===== src/rtl/core/sti_pkg.sv =====
package sti_pkg;

  // Coordinate width inside the datapath; fields and registers are 32 bits wide.
  localparam int COORD_WIDTH = 32;
  localparam int CW = COORD_WIDTH;
  localparam int FW = 32;

  // Dot products for the plane solve.
  localparam int DW  = CW + 1;        // coordinate difference
  localparam int PPW = CW + DW;       // n * difference
  localparam int PW  = PPW + 2;       // sum of three products

  // Quantized t and the restoring divider.
  localparam int TFRAC = 16;
  localparam int QW    = TFRAC + 1;
  localparam int RW    = PW + 1;

  // Hit point and edge tests.
  localparam int HPW = DW + QW + 1;   // d * t product
  localparam int HW  = CW + 1;        // hit point
  localparam int VW  = CW + 2;        // hit point minus vertex
  localparam int MW  = DW + VW;       // cross product term
  localparam int XW  = MW + 1;        // cross product component
  localparam int LW  = CW + 2;        // low slice of a cross component
  localparam int PLW = CW + LW + 1;
  localparam int PHW = CW + XW - LW;
  localparam int TW  = CW + XW;
  localparam int SW  = TW + 2;

  // Squared distance and root.
  localparam int SQW      = 2 * DW;
  localparam int DSW      = SQW + 2;
  localparam int RTW      = 64;
  localparam int SQ_STEPS = RTW / 2;

  // Queue between front and back.
  localparam int FIFO_DEPTH = 4;
  localparam int FPW        = $clog2(FIFO_DEPTH);

  // Register map.
  localparam int CFG_IW = 3;
  localparam logic [CFG_IW-1:0] REG_SEG_START_X = 3'd0;
  localparam logic [CFG_IW-1:0] REG_SEG_START_Y = 3'd1;
  localparam logic [CFG_IW-1:0] REG_SEG_START_Z = 3'd2;
  localparam logic [CFG_IW-1:0] REG_SEG_END_X   = 3'd3;
  localparam logic [CFG_IW-1:0] REG_SEG_END_Y   = 3'd4;
  localparam logic [CFG_IW-1:0] REG_SEG_END_Z   = 3'd5;

  typedef logic signed [CW-1:0] crd_t;
  typedef logic signed [DW-1:0] dif_t;
  typedef logic signed [HW-1:0] hpt_t;
  typedef logic [PW-1:0] mag_t;

  // Classified triangle, front to back.
  typedef struct {
    logic cand;
    mag_t an;
    mag_t ad;
    crd_t a [3];
    crd_t b [3];
    crd_t c [3];
    crd_t n [3];
  } tri_t;

  // Geometry result, back to root stage.
  typedef struct {
    logic                  hit;
    hpt_t                  h [3];
    logic signed [DSW-1:0] dsq;
  } fin_t;

  // Low CW bits of a field, read as a signed coordinate.
  function automatic crd_t coord(input logic [FW-1:0] f);
    logic [CW+FW-1:0] ext;
    ext = (CW + FW)'(f);
    return ext[CW-1:0];
  endfunction

  // Sign-extend a hit coordinate and keep the low field bits.
  function automatic logic [FW-1:0] to_field(input hpt_t v);
    logic signed [HW+FW-1:0] ext;
    ext = (HW + FW)'(v);
    return ext[FW-1:0];
  endfunction

endpackage


===== src/rtl/core/sti_fifo.sv =====
module sti_fifo (
  input  logic          clk,
  input  logic          rst,
  input  logic          push,
  input  sti_pkg::tri_t push_data,
  output logic          full,
  input  logic          pop,
  output sti_pkg::tri_t head,
  output logic          empty
);
  import sti_pkg::*;

  tri_t            mem [FIFO_DEPTH];
  logic [FPW-1:0]  wr_ptr;
  logic [FPW-1:0]  rd_ptr;
  logic [FPW:0]    count;
  logic [FPW:0]    count_next;

  assign head  = mem[rd_ptr];
  assign empty = (count == '0);
  assign full  = (count == (FPW + 1)'(FIFO_DEPTH));

  always_comb begin
    unique case ({push, pop})
      2'b10:   count_next = count + 1'b1;
      2'b01:   count_next = count - 1'b1;
      default: count_next = count;
    endcase
  end

  always_ff @(posedge clk) begin
    if (rst) begin
      wr_ptr <= '0;
      rd_ptr <= '0;
      count  <= '0;
    end else begin
      if (push) wr_ptr <= wr_ptr + 1'b1;
      if (pop) rd_ptr <= rd_ptr + 1'b1;
      count <= count_next;
    end
  end

  always_ff @(posedge clk) begin
    if (push) mem[wr_ptr] <= push_data;
  end

endmodule


===== config.mk =====
export PLATFORM = sky130hd
export DESIGN_NAME = sti_fifo
export DESIGN_NICKNAME = d
export VERILOG_FILES = /design/src/rtl/core/sti_pkg.sv /design/src/rtl/core/sti_fifo.sv
export SDC_FILE = /design/constraint.sdc
export NUM_CORES = 1
export LEC_CHECK = 0
export BUFFER_PORTS_ARGS = -buffer_cell sky130_fd_sc_hd__buf_2
export CAP_MARGIN = 20
export CORE_AREA = 2 2 409 411
export DETAILED_ROUTE_END_ITERATION = 7
export DIE_AREA = 0 0 411 413
export PLACE_DENSITY = 0.67
export SYNTH_ARGS = -nofsm -noshare
export SYNTH_HDL_FRONTEND = slang
export SYNTH_SLANG_ARGS = --single-unit
export TNS_END_PERCENT = 5

===== constraint.sdc =====
create_clock -name clk -period 41.7 [get_ports clk]
set_input_delay 6.255 -clock clk [delete_from_list [all_inputs] [get_ports clk]]
set_output_delay 6.255 -clock clk [all_outputs]
set_load 0.02 [all_outputs]

==> run_results.csv <==
group,metric,value,unit
timing,setup_viol,0,
drt,post_drt_wl_per_cell,26.49,um
floorplanning,die_w,411,um
logic_synthesis,synth_warnings,0,
timing,worst_slew_pin_slew,1.135,ns
critical_path,reg2reg_slack,36.35,ns
cts,ctsResizeCount,0,
pwr,pwr_density_cell,50.84,nW/um2
global_routing,grtUsageTotal,0.1915,
timing,relSlewSlack,0.2436,
cells_and_area,drive_above_1_share,0.3324,
drt,drtPass1Iterations,7,
cells_and_area,num-fill-cells,12300,
critical_path,worstPathArrival,6.19,ns
pwr,p_total,0.004632,W
min_path,hp-class,"reg -> reg",
cts,cts_sinks,2085,
cts,root_buffer,"clkbuf_16",
drt,vias_per_cell,5.480,
cells_and_area,layout.nets,4456,
global_routing,grt_pass1_wl,236000,um
logic_synthesis,syn_nets,3287,
floorplanning,core_area,165900,um2
drt,vias,34700,
cts,hold_buffers,0,
place,place_area,84810,um2
floorplanning,initial_core_util,0.4663,
cts,clkTransAtPathRegs,0.06,ns
timing,rsz0062_at_grt,"no",
critical_path,rr_startpoint,"wr_ptr[0]",
drt,drtIter0Drc,2736,
logic_synthesis,synth.cell_area,77370,um2
floorplanning,ioPinCount,1044,
logic_synthesis,ys_seq_elements,2085,
timing,skew,0.02876,ns
global_routing,grt_pass1_vias,34600,
logic_synthesis,yosysUniqueCellTypes,21,
floorplanning,row_count,150,
logic_synthesis,synth-seq-area-share,0.8081,
floorplanning,die_area,169700,um2
floorplanning,die_y,413,um
pwr,leakagePower,31.31,nW
logic_synthesis,syn-instance-count,2758,
critical_path,worstSetupPathType,"reg -> out",
timing,drv_slew,0,
cts,postCtsSetupBuffers,0,
global_routing,antenna_found_initial,100,
cells_and_area,areaGrowthSynthToFinish,17.76,%
cts,cts_tree,"done",
critical_path,crit_fanout,57,
min_path,worstHoldStart,"rd_ptr[1]",
critical_path,endpoint_kind,"output port",
min_path,min_path_cells,2,
place,place_congestion,0.7627,
critical_path,required,35.44,ns
cts,clk_path_buf_depth,3,
cts,cts_max_level,4,
critical_path,reg2reg_to,"mem[0][83]",
place,port-buffer-count,1043,
place,place_hpwl,104600,um
global_routing,grt-ovfl-total,0,
pwr,ir_drop,0.00004294,V
drt,finalWirelength,167700,um
cells_and_area,post-route-cell-area,91110,um2
global_routing,grt_max_degree,151,
drt,drc,0,
cts,clk_latency,0.84,ns
critical_path,r2r_cells,7,
logic_synthesis,syn_avg_cell_area,28.05,um2
drt,ant_nets,0,
cts,cts_buffers,203,
timing,fin_crit_sh,0.2984,
critical_path,critPathLaunchType,"flip-flop",
timing,min_period,12.44,ns
timing,max_freq,80.37,MHz
cells_and_area,final_core_util,0.5491,
timing,setup_tns,0,ns
timing,hold_viol,0,
status,status,"complete, no violations",
run,maxCapViolCount,0,
sequential cells by signal, indices dropped and copies added, names as in the netlist, named ones only:
name,count
mem,2076
count,3
rd_ptr,2
wr_ptr,2
worst max path at each step:
stage	endpoint	slack [ns]	cells after the start
2_1_floorplan	mem[0][0]	22.85	1
3_3_place_gp	head[14]	29.97	6
3_5_place_dp	head[14]	30.01	6
4_1_cts	head[14]	29.09	6
5_1_grt	head[14]	29.00	6
6_report	head[14]	29.26	6
worst max-delay path: stages, from the launching register on:
cell	delay (ns)
dfxtp_4	0.94
buf_4	0.83
buf_4	0.73
buf_4	0.79
buf_4	0.89
mux4_1	0.78
buf_2	0.23
cells in the final DEF (no fill, tap or decap), drive strengths merged, types with 2 or more instances in the layout:
master and count:
ha 5, and2 4, a21oi 2, bufinv 12, mux4 519, clkinv 92
xor2 3, buf 1081, clkinvlp 2, diode 42, inv 12, edfxtp 2076
xnor2 2, clkbuf 251, nor2 8, dfxtp 9
area by class of cell:
| type | instances | area [um2] | area share |
|---|---|---|---|
| sequential | 2085 | 62530 | 0.6863 |
| multi-input combinational | 550 | 13870 | 0.1523 |
| timing repair buffer | 1081 | 5630 | 0.06180 |
| clock buffer | 251 | 5303 | 0.05820 |
| tap | 2204 | 2758 | 0.03027 |
| clock inverter | 112 | 887.1 | 0.009737 |
| antenna | 42 | 105.1 | 0.001154 |
| inverter | 6 | 22.52 | 0.0002472 |
Yosys cell counts:
master	n	area share
mux4_1	519	0.18
dfxtp_1	9	0.0023
clkbuf_1	7	0.00034
buf_8	5	0.00097
inv_1	6	0.00029
xor2_1	3	0.00034
fa_1	1	0.00026
o21ai_0	1	0.000065
nor3_1	1	0.000065
buf_2	52	0.0034
buf_6	53	0.0077
edfxtp_1	2076	0.81
and3_1	1	0.000081
xnor2_1	2	0.00023
mux2i_1	1	0.00013
a21oi_1	2	0.00013
nand2_1	1	0.000048
or3_1	1	0.000081
nor2_1	8	0.00039
and2_1	4	0.00032
ha_1	5	0.00081
logic make-up (layout without fill, tap and decap cells):
family                   after synthesis  count (layout)  share of synthesized area
flip-flops                          2085            2085                     0.8081
multiplexers                         520             520                     0.1764
buffers and inverters                123            1450                    0.01268
AND/OR/NAND/NOR                       16              16                  0.0009865
adder cells (fa/ha/maj)                6               6                   0.001067
XOR/XNOR                               5               5                  0.0005661
AO/OA/AOI/OAI                          3               3                  0.0001940
other                                  0              42                          0
layer usage:
layer  GRT usage  wire [um]
met3     0.08621      17510
met4     0.05608       4194
met1      0.2325      62940
met2      0.3096      82550
met5           0        529
through the flow:
| stage | setup slack, ns | instances | hold WS [ns] |
|---|---|---|---|
| finish | 29.26 | 6331 | 0.5162 |
| global route | 29.00 | 6298 | 0.5586 |
| CTS | 29.09 | 6289 | 0.5218 |
| detailed placement | 30.01 | 5926 | 0.5130 |
| global placement | 29.97 | 5926 | 0.4940 |
| floorplan | 22.85 | 2758 | 0.4669 |
where the power goes:
part           total (W)  switching (W)  internal [W]
registers        0.00243      0.0000212       0.00241
clock network    0.00171       0.000742      0.000972
logic           0.000486       0.000309      0.000177
(Power assumes the default switching activity.)
